File: config.mk
export PLATFORM = sky130hd
export DESIGN_NAME = euclidean_track_note_scheduler_flat
export DESIGN_NICKNAME = d
export VERILOG_FILES = /design/src/rtl/core/etns_pkg.sv /design/src/rtl/core/etns_if.sv /design/src/rtl/core/etns_track_mem.sv /design/src/rtl/core/etns_off_mem.sv /design/src/rtl/core/etns_rem_div.sv /design/src/rtl/core/euclidean_track_note_scheduler.sv /design/src/flat_wrapper.sv
export SDC_FILE = /design/constraint.sdc
export NUM_CORES = 2
export LEC_CHECK = 0
export ABC_AREA = 1
export BUFFER_PORTS_ARGS = -buffer_cell sky130_fd_sc_hd__buf_2
export CORE_MARGIN = 2
export CORE_UTILIZATION = 45
export CTS_CLUSTER_SIZE = 25
export DETAILED_ROUTE_END_ITERATION = 16
export PLACE_DENSITY = 0.6
export SLEW_MARGIN = 20
export SYNTH_ARGS = -nofsm -noshare
export SYNTH_HDL_FRONTEND = slang
export SYNTH_SLANG_ARGS = --single-unit
File: constraint.sdc
create_clock -name clock -period 27 [get_ports clock]
set_input_delay 4.05 -clock clock [delete_from_list [all_inputs] [get_ports clock]]
set_output_delay 4.05 -clock clock [all_outputs]
set_load 0.03 [all_outputs]
File: src/rtl/core/etns_pkg.sv
// shared types, constants and helpers for the euclidean track note scheduler
// no dependencies; imported by every module of the block
`timescale 1ns / 1ps

package etns_pkg;

   localparam logic [1:0] OP_STEP  = 2'd0;
   localparam logic [1:0] OP_TIME  = 2'd1;
   localparam logic [1:0] OP_WRITE = 2'd2;

   localparam int          MAX_RESULTS = 8;
   localparam int          CNT_W       = 4;
   localparam logic [9:0]  LEN_MIN     = 10'd50;
   localparam logic [9:0]  LEN_MAX     = 10'd700;
   // floor(x / 3) == (x * RECIP3) >> 33 for every 32-bit x
   localparam logic [31:0] RECIP3      = 32'hAAAA_AAAB;

   typedef struct packed {
      logic [2:0] res;
      logic [6:0] steps;
      logic [6:0] note;
      logic [6:0] vel;
      logic [3:0] chan;
      logic [9:0] len;
   } params_type;

   typedef struct packed {
      logic [31:0] due;
      logic [6:0]  note;
      logic [3:0]  chan;
      logic [6:0]  vel;
      logic [9:0]  len;
   } off_type;

   typedef struct packed {
      logic       is_on;
      logic [2:0] track;
      logic [3:0] chan;
      logic [6:0] note;
      logic [6:0] vel;
      logic [9:0] len;
      logic       last;
   } event_type;

   typedef struct packed {
      logic busy;
      logic done;
   } div_status_type;

   function automatic logic [9:0] clamp_len(input logic [9:0] v);
      logic [9:0] r;
      r = v;
      if (v < LEN_MIN) r = LEN_MIN;
      if (v > LEN_MAX) r = LEN_MAX;
      return r;
   endfunction

   // right shift applied to ticks/3: 24, 12, 6, 3 ticks per step
   function automatic logic [1:0] step_shift(input logic [2:0] res);
      logic [1:0] s;
      case (res)
         3'd0, 3'd1: s = 2'd3;
         3'd2:       s = 2'd2;
         3'd3:       s = 2'd1;
         default:    s = 2'd0;
      endcase
      return s;
   endfunction

endpackage

File: src/rtl/core/etns_if.sv
// valid/ready channel interfaces for request and response beats
// no dependencies
`timescale 1ns / 1ps

interface etns_req_if;
   logic        valid;
   logic        ready;
   logic [1:0]  operation;
   logic [2:0]  track_index;
   logic [31:0] tick_count;
   logic [31:0] now_ms;
   logic [2:0]  resolution;
   logic [6:0]  step_total;
   logic [63:0] pattern_bits;
   logic [6:0]  note_number;
   logic [6:0]  note_velocity;
   logic [3:0]  midi_channel;
   logic [9:0]  note_length;
   logic        track_enabled;

   modport source (output valid, operation, track_index, tick_count, now_ms, resolution,
                   step_total, pattern_bits, note_number, note_velocity, midi_channel,
                   note_length, track_enabled, input ready);
   modport sink (input valid, operation, track_index, tick_count, now_ms, resolution,
                 step_total, pattern_bits, note_number, note_velocity, midi_channel,
                 note_length, track_enabled, output ready);
endinterface

interface etns_rsp_if;
   logic       valid;
   logic       ready;
   logic       is_note_on;
   logic [2:0] source_track;
   logic [3:0] event_channel;
   logic [6:0] event_note;
   logic [6:0] event_velocity;
   logic [9:0] event_length;
   logic       last_event;

   modport source (output valid, is_note_on, source_track, event_channel, event_note,
                   event_velocity, event_length, last_event, input ready);
   modport sink (input valid, is_note_on, source_track, event_channel, event_note,
                 event_velocity, event_length, last_event, output ready);
endinterface

File: src/rtl/core/etns_track_mem.sv
// track table memory: parameter word and pattern word per track
// depends on etns_pkg
`timescale 1ns / 1ps

module etns_track_mem #(
   parameter int TRACK_COUNT = 8,
   parameter int AW = 3
) (
   input  logic                   clock,
   input  logic                   wr_en,
   input  logic [AW-1:0]          wr_addr,
   input  etns_pkg::params_type   wr_params,
   input  logic [63:0]            wr_pattern,
   input  logic                   rd_en,
   input  logic [AW-1:0]          rd_addr,
   output etns_pkg::params_type   rd_params,
   output logic [63:0]            rd_pattern,
   input  logic                   len_rd_en,
   input  logic [AW-1:0]          len_rd_addr,
   output logic [9:0]             len_rd_data
);
   import etns_pkg::*;

   params_type  params_mem  [TRACK_COUNT];
   logic [63:0] pattern_mem [TRACK_COUNT];

   always_ff @(posedge clock) begin
      if (wr_en) begin
         params_mem[wr_addr]  <= wr_params;
         pattern_mem[wr_addr] <= wr_pattern;
      end
      if (rd_en) begin
         rd_params  <= params_mem[rd_addr];
         rd_pattern <= pattern_mem[rd_addr];
      end
      // second read port only looks up the length of the channel's first track
      if (len_rd_en) begin
         len_rd_data <= params_mem[len_rd_addr].len;
      end
   end

endmodule

File: src/rtl/core/etns_off_mem.sv
// pending note-off memory: due time and stored event per track
// depends on etns_pkg
`timescale 1ns / 1ps

module etns_off_mem #(
   parameter int TRACK_COUNT = 8,
   parameter int AW = 3
) (
   input  logic               clock,
   input  logic               wr_en,
   input  logic [AW-1:0]      wr_addr,
   input  etns_pkg::off_type  wr_data,
   input  logic               rd_en,
   input  logic [AW-1:0]      rd_addr,
   output etns_pkg::off_type  rd_data
);
   import etns_pkg::*;

   off_type off_mem [TRACK_COUNT];

   always_ff @(posedge clock) begin
      if (wr_en) begin
         off_mem[wr_addr] <= wr_data;
      end
      if (rd_en) begin
         rd_data <= off_mem[rd_addr];
      end
   end

endmodule

File: src/rtl/core/etns_rem_div.sv
// remainder unit: 32-bit dividend mod 7-bit divisor, four quotient bits a cycle
// depends on etns_pkg
`timescale 1ns / 1ps

module etns_rem_div (
   input  logic                      clock,
   input  logic                      reset,
   input  logic                      start,
   input  logic [31:0]               dividend,
   input  logic [6:0]                divisor,
   output etns_pkg::div_status_type  status,
   output logic [6:0]                remainder
);
   import etns_pkg::*;

   logic        busy_ff, busy_in;
   logic        done_ff, done_in;
   logic [2:0]  iter_ff, iter_in;
   logic [31:0] dvd_ff, dvd_in;
   logic [6:0]  rem_ff, rem_in;
   logic [6:0]  dsr_ff, dsr_in;
   logic [6:0]  r_step;

   always_comb begin
      busy_in = busy_ff;
      done_in = 1'b0;
      iter_in = iter_ff;
      dvd_in  = dvd_ff;
      rem_in  = rem_ff;
      dsr_in  = dsr_ff;
      r_step  = rem_ff;
      if (start) begin
         busy_in = 1'b1;
         iter_in = 3'd0;
         dvd_in  = dividend;
         rem_in  = 7'd0;
         dsr_in  = divisor;
      end else if (busy_ff) begin
         // restoring steps, remainder stays below the divisor (at most 63)
         for (int i = 0; i < 4; i++) begin
            r_step = {r_step[5:0], dvd_ff[31 - i]};
            if (r_step >= dsr_ff) r_step = r_step - dsr_ff;
         end
         rem_in  = r_step;
         dvd_in  = {dvd_ff[27:0], 4'd0};
         iter_in = iter_ff + 3'd1;
         if (iter_ff == 3'd7) begin
            busy_in = 1'b0;
            done_in = 1'b1;
         end
      end
   end

   always_ff @(posedge clock) begin
      if (reset) begin
         busy_ff <= 1'b0;
         done_ff <= 1'b0;
         iter_ff <= 3'd0;
      end else begin
         busy_ff <= busy_in;
         done_ff <= done_in;
         iter_ff <= iter_in;
      end
      dvd_ff <= dvd_in;
      rem_ff <= rem_in;
      dsr_ff <= dsr_in;
   end

   assign status.busy = busy_ff;
   assign status.done = done_ff;
   assign remainder   = rem_ff;

endmodule

File: src/rtl/core/euclidean_track_note_scheduler.sv
// top level of the euclidean track note scheduler: sequencer, flags, output register
// depends on etns_pkg, etns_if, etns_track_mem, etns_off_mem, etns_rem_div
`timescale 1ns / 1ps
//
//  channel  | dir | handshake           | beat
//  ---------+-----+---------------------+------------------------------------------
//  req_if   | in  | valid/ready         | step start, time update or track write
//  rsp_if   | out | valid/ready         | one note-on or note-off, last_event on
//           |     |                     | the final beat of a request
//
//  sequencing: a write or an ignored operation leaves the sequencer idle and ready.
//  a step request keeps ready low while the tracks are walked: an enabled track
//  goes through read, check, remainder (four quotient bits a cycle) and step, a
//  disabled one through read and check. a time request: read, off check per track.
//  reset: synchronous; clears enables, pending note-offs and sets every last
//  step to the sentinel 127. track and note-off memories are undefined until
//  written. stalls: a held event waits on the output register; the walk pauses
//  only when both are full. one request is worked on at a time.

module euclidean_track_note_scheduler #(
   parameter int TRACK_COUNT = 8,
   parameter int MAX_STEPS = 64
) (
   input  logic         clock,
   input  logic         reset,
   etns_req_if.sink     req_if,
   etns_rsp_if.source   rsp_if
);
   import etns_pkg::*;

   localparam int AW = (TRACK_COUNT > 1) ? $clog2(TRACK_COUNT) : 1;
   localparam int CW = $clog2(TRACK_COUNT + 1);

   localparam logic [2:0] S_IDLE = 3'd0;
   localparam logic [2:0] S_RD   = 3'd1;
   localparam logic [2:0] S_CHK  = 3'd2;
   localparam logic [2:0] S_DIV  = 3'd3;
   localparam logic [2:0] S_STEP = 3'd4;
   localparam logic [2:0] S_OFF  = 3'd5;
   localparam logic [2:0] S_FIN  = 3'd6;

   // sequencer state
   logic [2:0]       state_ff, state_in;
   logic [CW-1:0]    t_ff, t_in;
   logic [CNT_W-1:0] cnt_ff, cnt_in;
   logic [1:0]       op_ff, op_in;
   logic [31:0]      now_ff, now_in;
   logic [63:0]      prod_ff, prod_in;

   // per-track flags in flip-flops
   logic             on_ff      [TRACK_COUNT];
   logic             pend_ff    [TRACK_COUNT];
   logic [6:0]       last_ff    [TRACK_COUNT];
   logic [3:0]       chan_ff    [TRACK_COUNT];

   // held event and output register
   logic             held_valid_ff, held_valid_in;
   event_type        held_ff, held_in;
   logic             rsp_valid_ff, rsp_valid_in;
   event_type        rsp_ff, rsp_in;

   logic [AW-1:0]    t_idx;
   logic             push_ok;
   logic             accept;
   logic             wr_ok;

   // memory and divider hookup
   logic             tm_wr_en, tm_rd_en, len_rd_en;
   logic [AW-1:0]    tm_wr_addr, len_rd_addr;
   params_type       tm_wr_params, rd_params;
   logic [63:0]      rd_pattern;
   logic [9:0]       len_rd_data;
   logic             om_wr_en;
   off_type          om_wr_data, om_rd_data;
   logic             div_start;
   logic [31:0]      div_dividend;
   div_status_type   div_status;
   logic [6:0]       div_rem;

   // flag updates requested by the sequencer
   logic             set_last, set_pend, clr_pend;

   assign t_idx   = t_ff[AW-1:0];
   assign push_ok = !rsp_valid_ff || rsp_if.ready;
   assign accept  = req_if.valid && req_if.ready;
   assign wr_ok   = accept && (req_if.operation == OP_WRITE)
                    && (5'(req_if.track_index) < 5'(TRACK_COUNT));

   assign req_if.ready = (state_ff == S_IDLE);

   // write beat: clamp the length and saturate the step count on the way in
   always_comb begin
      tm_wr_en            = wr_ok;
      tm_wr_addr          = AW'(req_if.track_index);
      tm_wr_params.res    = req_if.resolution;
      tm_wr_params.steps  = (req_if.step_total > 7'(MAX_STEPS)) ? 7'(MAX_STEPS)
                                                                 : req_if.step_total;
      tm_wr_params.note   = req_if.note_number;
      tm_wr_params.vel    = req_if.note_velocity;
      tm_wr_params.chan   = req_if.midi_channel;
      tm_wr_params.len    = clamp_len(req_if.note_length);
   end

   // lowest track sharing the channel; the emitting track itself always matches
   always_comb begin
      len_rd_addr = t_idx;
      for (int j = TRACK_COUNT - 1; j >= 0; j--) begin
         if (chan_ff[j] == rd_params.chan) len_rd_addr = AW'(j);
      end
   end

   assign div_dividend = {1'b0, prod_ff[63:33]} >> step_shift(rd_params.res);

   always_comb begin
      om_wr_data.due  = now_ff + 32'(rd_params.len);
      om_wr_data.note = rd_params.note;
      om_wr_data.chan = rd_params.chan;
      om_wr_data.vel  = rd_params.vel;
      om_wr_data.len  = rd_params.len;
   end

   // sequencer
   always_comb begin
      state_in      = state_ff;
      t_in          = t_ff;
      cnt_in        = cnt_ff;
      op_in         = op_ff;
      now_in        = now_ff;
      prod_in       = prod_ff;
      held_valid_in = held_valid_ff;
      held_in       = held_ff;
      rsp_valid_in  = rsp_valid_ff && !rsp_if.ready;
      rsp_in        = rsp_ff;
      tm_rd_en      = 1'b0;
      len_rd_en     = 1'b0;
      om_wr_en      = 1'b0;
      div_start     = 1'b0;
      set_last      = 1'b0;
      set_pend      = 1'b0;
      clr_pend      = 1'b0;

      case (state_ff)
         S_IDLE: begin
            if (accept && (req_if.operation == OP_STEP || req_if.operation == OP_TIME)) begin
               op_in    = req_if.operation;
               now_in   = req_if.now_ms;
               prod_in  = 64'(req_if.tick_count) * 64'(RECIP3);
               t_in     = '0;
               cnt_in   = '0;
               state_in = S_RD;
            end
         end
         S_RD: begin
            if (t_ff == CW'(TRACK_COUNT) || cnt_ff == CNT_W'(MAX_RESULTS)) begin
               state_in = S_FIN;
            end else begin
               tm_rd_en = 1'b1;
               state_in = (op_ff == OP_STEP) ? S_CHK : S_OFF;
            end
         end
         S_CHK: begin
            if (!on_ff[t_idx] || rd_params.steps == 7'd0) begin
               t_in     = t_ff + CW'(1);
               state_in = S_RD;
            end else begin
               div_start = 1'b1;
               len_rd_en = 1'b1;
               state_in  = S_DIV;
            end
         end
         S_DIV: begin
            if (div_status.done) state_in = S_STEP;
         end
         S_STEP: begin
            if (div_rem == last_ff[t_idx]) begin
               t_in     = t_ff + CW'(1);
               state_in = S_RD;
            end else if (!rd_pattern[div_rem[5:0]]) begin
               set_last = 1'b1;
               t_in     = t_ff + CW'(1);
               state_in = S_RD;
            end else if (!held_valid_ff || push_ok) begin
               if (held_valid_ff) begin
                  rsp_valid_in = 1'b1;
                  rsp_in       = held_ff;
                  rsp_in.last  = 1'b0;
               end
               held_valid_in = 1'b1;
               held_in.is_on = 1'b1;
               held_in.track = 3'(t_idx);
               held_in.chan  = rd_params.chan;
               held_in.note  = rd_params.note;
               held_in.vel   = rd_params.vel;
               held_in.len   = clamp_len(len_rd_data);
               held_in.last  = 1'b0;
               om_wr_en      = 1'b1;
               set_last      = 1'b1;
               set_pend      = 1'b1;
               cnt_in        = cnt_ff + CNT_W'(1);
               t_in          = t_ff + CW'(1);
               state_in      = S_RD;
            end
         end
         S_OFF: begin
            if (!pend_ff[t_idx] || now_ff < om_rd_data.due) begin
               t_in     = t_ff + CW'(1);
               state_in = S_RD;
            end else if (!held_valid_ff || push_ok) begin
               if (held_valid_ff) begin
                  rsp_valid_in = 1'b1;
                  rsp_in       = held_ff;
                  rsp_in.last  = 1'b0;
               end
               held_valid_in = 1'b1;
               held_in.is_on = 1'b0;
               held_in.track = 3'(t_idx);
               held_in.chan  = om_rd_data.chan;
               held_in.note  = om_rd_data.note;
               held_in.vel   = om_rd_data.vel;
               held_in.len   = clamp_len(om_rd_data.len);
               held_in.last  = 1'b0;
               clr_pend      = 1'b1;
               cnt_in        = cnt_ff + CNT_W'(1);
               t_in          = t_ff + CW'(1);
               state_in      = S_RD;
            end
         end
         S_FIN: begin
            // the held event is the final one of this request
            if (!held_valid_ff) begin
               state_in = S_IDLE;
            end else if (push_ok) begin
               rsp_valid_in  = 1'b1;
               rsp_in        = held_ff;
               rsp_in.last   = 1'b1;
               held_valid_in = 1'b0;
               state_in      = S_IDLE;
            end
         end
         default: begin
            state_in = S_IDLE;
         end
      endcase
   end

   always_ff @(posedge clock) begin
      if (reset) begin
         state_ff      <= S_IDLE;
         t_ff          <= '0;
         cnt_ff        <= '0;
         held_valid_ff <= 1'b0;
         rsp_valid_ff  <= 1'b0;
         for (int i = 0; i < TRACK_COUNT; i++) begin
            on_ff[i]   <= 1'b0;
            pend_ff[i] <= 1'b0;
            last_ff[i] <= 7'd127;
         end
      end else begin
         state_ff      <= state_in;
         t_ff          <= t_in;
         cnt_ff        <= cnt_in;
         held_valid_ff <= held_valid_in;
         rsp_valid_ff  <= rsp_valid_in;
         if (wr_ok) on_ff[tm_wr_addr] <= req_if.track_enabled;
         if (set_last) last_ff[t_idx] <= div_rem;
         if (set_pend) pend_ff[t_idx] <= 1'b1;
         if (clr_pend) pend_ff[t_idx] <= 1'b0;
      end
      if (wr_ok) chan_ff[tm_wr_addr] <= req_if.midi_channel;
      op_ff   <= op_in;
      now_ff  <= now_in;
      prod_ff <= prod_in;
      held_ff <= held_in;
      rsp_ff  <= rsp_in;
   end

   etns_track_mem #(.TRACK_COUNT(TRACK_COUNT), .AW(AW)) u_track_mem (
      .clock       (clock),
      .wr_en       (tm_wr_en),
      .wr_addr     (tm_wr_addr),
      .wr_params   (tm_wr_params),
      .wr_pattern  (req_if.pattern_bits),
      .rd_en       (tm_rd_en),
      .rd_addr     (t_idx),
      .rd_params   (rd_params),
      .rd_pattern  (rd_pattern),
      .len_rd_en   (len_rd_en),
      .len_rd_addr (len_rd_addr),
      .len_rd_data (len_rd_data)
   );

   etns_off_mem #(.TRACK_COUNT(TRACK_COUNT), .AW(AW)) u_off_mem (
      .clock   (clock),
      .wr_en   (om_wr_en),
      .wr_addr (t_idx),
      .wr_data (om_wr_data),
      .rd_en   (tm_rd_en),
      .rd_addr (t_idx),
      .rd_data (om_rd_data)
   );

   etns_rem_div u_rem_div (
      .clock     (clock),
      .reset     (reset),
      .start     (div_start),
      .dividend  (div_dividend),
      .divisor   (rd_params.steps),
      .status    (div_status),
      .remainder (div_rem)
   );

   assign rsp_if.valid          = rsp_valid_ff;
   assign rsp_if.is_note_on     = rsp_ff.is_on;
   assign rsp_if.source_track   = rsp_ff.track;
   assign rsp_if.event_channel  = rsp_ff.chan;
   assign rsp_if.event_note     = rsp_ff.note;
   assign rsp_if.event_velocity = rsp_ff.vel;
   assign rsp_if.event_length   = rsp_ff.len;
   assign rsp_if.last_event     = rsp_ff.last;

   // no event may be left behind when a new request is taken
   a_idle_empty: assert property (@(posedge clock) disable iff (reset)
      req_if.ready |-> !held_valid_ff)
      else $error("held event present while accepting a request");

   a_cnt_bound: assert property (@(posedge clock) disable iff (reset)
      cnt_ff <= CNT_W'(MAX_RESULTS))
      else $error("event count above limit");

   a_fin_idle: assert property (@(posedge clock) disable iff (reset)
      (state_ff == S_FIN && !held_valid_ff) |=> state_ff == S_IDLE)
      else $error("finish did not return to idle");

   a_div_wait: assert property (@(posedge clock) disable iff (reset)
      (state_ff == S_DIV) |-> (div_status.busy || div_status.done))
      else $error("waiting on a remainder unit that is not running");

   a_len_range: assert property (@(posedge clock) disable iff (reset)
      rsp_valid_ff |-> (rsp_ff.len >= LEN_MIN && rsp_ff.len <= LEN_MAX))
      else $error("event length outside clamp range");

endmodule

File: src/flat_wrapper.sv
// flat-port wrapper written by rule: the top's interface ports become plain ports
module euclidean_track_note_scheduler_flat import etns_pkg::*;
#(
   parameter int TRACK_COUNT = 8,
   parameter int MAX_STEPS = 64
)
  (clock, reset, req_if_valid, req_if_operation, req_if_track_index, req_if_tick_count, req_if_now_ms, req_if_resolution, req_if_step_total, req_if_pattern_bits, req_if_note_number, req_if_note_velocity, req_if_midi_channel, req_if_note_length, req_if_track_enabled, req_if_ready, rsp_if_valid, rsp_if_is_note_on, rsp_if_source_track, rsp_if_event_channel, rsp_if_event_note, rsp_if_event_velocity, rsp_if_event_length, rsp_if_last_event, rsp_if_ready);
  etns_req_if req_if_i ();
  etns_rsp_if rsp_if_i ();
  input  logic clock;
  input  logic reset;
  input wire logic [$bits(req_if_i.valid)-1:0] req_if_valid;
  input wire logic [$bits(req_if_i.operation)-1:0] req_if_operation;
  input wire logic [$bits(req_if_i.track_index)-1:0] req_if_track_index;
  input wire logic [$bits(req_if_i.tick_count)-1:0] req_if_tick_count;
  input wire logic [$bits(req_if_i.now_ms)-1:0] req_if_now_ms;
  input wire logic [$bits(req_if_i.resolution)-1:0] req_if_resolution;
  input wire logic [$bits(req_if_i.step_total)-1:0] req_if_step_total;
  input wire logic [$bits(req_if_i.pattern_bits)-1:0] req_if_pattern_bits;
  input wire logic [$bits(req_if_i.note_number)-1:0] req_if_note_number;
  input wire logic [$bits(req_if_i.note_velocity)-1:0] req_if_note_velocity;
  input wire logic [$bits(req_if_i.midi_channel)-1:0] req_if_midi_channel;
  input wire logic [$bits(req_if_i.note_length)-1:0] req_if_note_length;
  input wire logic [$bits(req_if_i.track_enabled)-1:0] req_if_track_enabled;
  output wire logic [$bits(req_if_i.ready)-1:0] req_if_ready;
  output wire logic [$bits(rsp_if_i.valid)-1:0] rsp_if_valid;
  output wire logic [$bits(rsp_if_i.is_note_on)-1:0] rsp_if_is_note_on;
  output wire logic [$bits(rsp_if_i.source_track)-1:0] rsp_if_source_track;
  output wire logic [$bits(rsp_if_i.event_channel)-1:0] rsp_if_event_channel;
  output wire logic [$bits(rsp_if_i.event_note)-1:0] rsp_if_event_note;
  output wire logic [$bits(rsp_if_i.event_velocity)-1:0] rsp_if_event_velocity;
  output wire logic [$bits(rsp_if_i.event_length)-1:0] rsp_if_event_length;
  output wire logic [$bits(rsp_if_i.last_event)-1:0] rsp_if_last_event;
  input wire logic [$bits(rsp_if_i.ready)-1:0] rsp_if_ready;
  assign req_if_i.valid = req_if_valid;
  assign req_if_i.operation = req_if_operation;
  assign req_if_i.track_index = req_if_track_index;
  assign req_if_i.tick_count = req_if_tick_count;
  assign req_if_i.now_ms = req_if_now_ms;
  assign req_if_i.resolution = req_if_resolution;
  assign req_if_i.step_total = req_if_step_total;
  assign req_if_i.pattern_bits = req_if_pattern_bits;
  assign req_if_i.note_number = req_if_note_number;
  assign req_if_i.note_velocity = req_if_note_velocity;
  assign req_if_i.midi_channel = req_if_midi_channel;
  assign req_if_i.note_length = req_if_note_length;
  assign req_if_i.track_enabled = req_if_track_enabled;
  assign req_if_ready = req_if_i.ready;
  assign rsp_if_valid = rsp_if_i.valid;
  assign rsp_if_is_note_on = rsp_if_i.is_note_on;
  assign rsp_if_source_track = rsp_if_i.source_track;
  assign rsp_if_event_channel = rsp_if_i.event_channel;
  assign rsp_if_event_note = rsp_if_i.event_note;
  assign rsp_if_event_velocity = rsp_if_i.event_velocity;
  assign rsp_if_event_length = rsp_if_i.event_length;
  assign rsp_if_last_event = rsp_if_i.last_event;
  assign rsp_if_i.ready = rsp_if_ready;
  euclidean_track_note_scheduler #(.TRACK_COUNT(TRACK_COUNT), .MAX_STEPS(MAX_STEPS)) u_core (.clock(clock), .reset(reset), .req_if(req_if_i), .rsp_if(rsp_if_i));
endmodule
==> run_results.csv <==
group,metric,value,unit
sta,slew_headroom,22.9,%
sta,fmax,98.4,MHz
worst_setup_path,crit_path_frequent_cell,"fa_1",
place,post-place-ws,16.08,ns
sta,drv_slew,0,
worst_setup_path,crit_type,"primary input to flop",
sta,tns,0,ns
yosys,post-synth-top-count-cell,"edfxtp_1",
place,place_congestion,0.989,
finish,nFillCells,16400,
clock_tree,cts_resized,0,
floorplanning,io_pins,211,
worst_setup_path,ff2ff_path_depth,35,
global_routing,gr-total-overflow,0,
sta,fin_skew,0.0386,ns
global_routing,antenna_found_initial,44,
worst_setup_path,cp_slowest_stage_delay,0.56,ns
yosys,async_flop_share,0,%
worst_setup_path,r2r_end,"u_core.u_rem_div.remainder[3]",
worst_setup_path,endpoint_kind,"flop",
worst_setup_path,cp_cell_sequence,"buf_2, ha_1, xor2_1, ha_1, inv_1, fa_1, inv_1, fa_1, fa_1, fa_1, fa_1, inv_1, fa_1, inv_1, ha_1, nand2_1, nor2_1, inv_1, nor4_1, nand3_1, nand3_1, nand4_1, nand3_1, xor2_1",
clock_tree,cts_hold_buf,0,
yosys,synth_warnings,0,
global_routing,grt_max_degree,127,
detailed_routing,firstDrtPassIters,7,
yosys,synthCells,6817,
clock_tree,cts_htree_levels,4,
sta,period_share,37.6,%
floorplanning,die_w,440,um
worst_setup_path,cp.arrival,10.72,ns
yosys,netlist_top_cells_count,"1709 x edfxtp_1, 1155 x nand2_1, 940 x inv_1",
place,place_area,89500,um^2
worst_setup_path,cp_data_required_time,27.56,ns
clock_tree,cts_buffers,178,
clock_tree,tritoncts,"yes",
worst_hold_path,hold_path.class,"flop to flop",
sta,hold_viol,0,
finish,finalInstanceArea,95600,um^2
worst_setup_path,r2r_setup_slack,19.46,ns
place,numPortBuffers,210,
floorplanning,num_rows,159,
place,hpwl,154000,um
clock_tree,cts.clk_slew.worst_paths,0.06,ns
yosys,synth_edf_count,1709,
clock_tree,clock-sinks,1737,
finish,final_nets,8034,
sta,rsz0062_at_grt,"no",
global_routing,first_global_vias,53800,
sta,fin_ws,16.84,ns
yosys,yosys-top-cells-area,"edfxtp_1 60%, fa_1 8.5%, ha_1 6.3%",
floorplanning,coreArea,188000,um^2
yosys,synth_top_area_share,60.1,%
floorplanning,fp.dieH,440,um
detailed_routing,wl_per_cell,24.6,um
global_routing,grt_pass1_wl,352000,um
sta,setup_viol,0,
yosys,synth_flop_cell,"edfxtp_1",
clock_tree,cts_setup_buffers,0,
yosys,synth_seq_area_share,60.8,%
finish,area_growth,12.0,%
detailed_routing,drc,0,
finish,regArea,51900,um^2
clock_tree,cts-root-buf,"clkbuf_16",
yosys,syn_area,85400,um^2
global_routing,grt_use_total,24.6,%
run,maxCapViolCount,0,
clock_tree,cts.path.max_buffers,3,
yosys,synth_cell_types,57,
sta,min_period,10.16,ns
detailed_routing,vias,54100,
finish,multiInputGateArea,29200,um^2
finish,drive_above_1_share,8.73,%
detailed_routing,antenna_left,0,
worst_setup_path,crit_path_top_delay_cell,"xor2_1",
clock_tree,clk_latency,0.84,ns
detailed_routing,drtIter0Drc,5119,
sta,tightest_slew,1.16,ns
yosys,synth-seq-cells,1737,
yosys,syn_area_per_cell,12.5,um^2
worst_setup_path,start_kind,"primary input",
yosys,synthesis.nets,7788,
worst_hold_path,min_to,"u_core.u_rem_div.dsr_ff[4]",
worst_setup_path,critPathMaxFanout,11,
detailed_routing,viasPerCell,5.57,
status,status,"finished, final reports clean",
floorplanning,die_area,193000,um^2
worst_hold_path,holdPathStages,0,
worst_setup_path,timing.rr.start,"u_core.u_rem_div.remainder[0]",
floorplanning,start_util,45.4,%
sta,holdWs,0.453,ns
worst_hold_path,min_from,"u_core.u_track_mem.rd_params[32]",
yosys,yosys.area.top_type,"edfxtp_1",
detailed_routing,routed_wirelength,239000,um
final cells by class:
cell class | instances | area share [%]
flip-flops and latches | 1737 | 54.2
diodes | 13 | 0.0340
repair buffers | 284 | 1.82
clock buffers | 213 | 4.94
multi-input cells | 3907 | 30.5
inverters | 955 | 3.75
well taps | 2495 | 3.26
clock inverters | 119 | 1.42
state kept, by name, indices dropped and copies added (netlist names), 8 cells and up, named ones only:
| signal | cells |
|---|---|
| u_core.chan_ff | 24 |
| u_core.held_ff | 32 |
| u_core.last_ff | 56 |
| u_core.now_ff | 32 |
| u_core.on_ff | 8 |
| u_core.pend_ff | 8 |
| u_core.prod_ff | 31 |
| u_core.rsp_if.event_length | 10 |
| u_core.u_off_mem.off_mem | 480 |
| u_core.u_off_mem.rd_data | 60 |
| u_core.u_rem_div.dvd_ff | 32 |
| u_core.u_track_mem.len_rd_data | 10 |
| u_core.u_track_mem.params_mem | 280 |
| u_core.u_track_mem.pattern_mem | 512 |
| u_core.u_track_mem.rd_params | 38 |
| u_core.u_track_mem.rd_pattern | 64 |
routing by layer:
metal | part of all wire [%] | GRT usage (%) | vias up | wire, um
li1 | - | - | 24500 | -
met1 | 43 | 34.2 | 27400 | 102000
met2 | 48 | 39.9 | 1897 | 114000
met3 | 6.5 | 3.54 | 379 | 15600
met4 | 2.8 | 7.84 | 24 | 6770
met5 | 0.064 | 0 | - | 153
worst max path at each step:
| stage | from | endpoint | depth (start not counted) |
|---|---|---|---|
| finish | req_if_tick_count[1] | u_core.prod_ff[58] | 24 |
| CTS | req_if_tick_count[1] | u_core.prod_ff[58] | 24 |
| detailed placement | req_if_tick_count[1] | u_core.prod_ff[58] | 24 |
| global placement | req_if_tick_count[6] | u_core.prod_ff[52] | 27 |
| global route | req_if_tick_count[13] | u_core.prod_ff[52] | 25 |
| floorplan | u_core.t_ff[0] | u_core.u_off_mem.rd_data[0] | 6 |
cell families (layout without fill, tap and decap cells):
family | after synthesis | after routing | synth area share [%]
other | 0 | 13 | 0
buffers and inverters | 1173 | 1571 | 5.27
DFF | 1737 | 1737 | 60.8
adders and majority gates | 795 | 795 | 14.9
and+or+nand+nor | 1977 | 1977 | 9.80
xor gates and xnor gates | 140 | 140 | 1.44
muxes | 24 | 24 | 0.283
AOI/OAI and AO/OA | 971 | 971 | 7.59
layout by cell type (no fill, tap or decap), types with 167 or more instances in the layout:
cell,Yosys,layout
a21oi_1,197,195
a22oi_1,198,198
buf_2,32,210
clkbuf_16,0,183
edfxtp_1,1709,1709
fa_1,364,364
ha_1,431,431
inv_1,940,940
nand2_1,1155,1155
nand3_1,201,200
nand4_1,167,167
nor2_1,352,333
o21ai_0,225,224
stage by stage:
| step | std cells | util (%) |
|---|---|---|
| 2_1_floorplan | 6817 | - |
| 3_3_place_gp | 9375 | 47.5 |
| 3_5_place_dp | 9377 | 47.6 |
| 4_1_cts | 9709 | 50.8 |
| 5_1_grt | 9719 | 50.8 |
| 6_report | 9723 | 50.8 |
critical path: cells and delay by family:
family / cells / cell delay, ns
xor gates and xnor gates: 2 / 0.62
adders and majority gates: 9 / 4.06
buffers and inverters: 6 / 0.61
and+or+nand+nor: 7 / 1.36
Power is left out: the tool's default activity adds up to more than one toggle a clock period on the data nets, which glitch-free logic cannot reach.
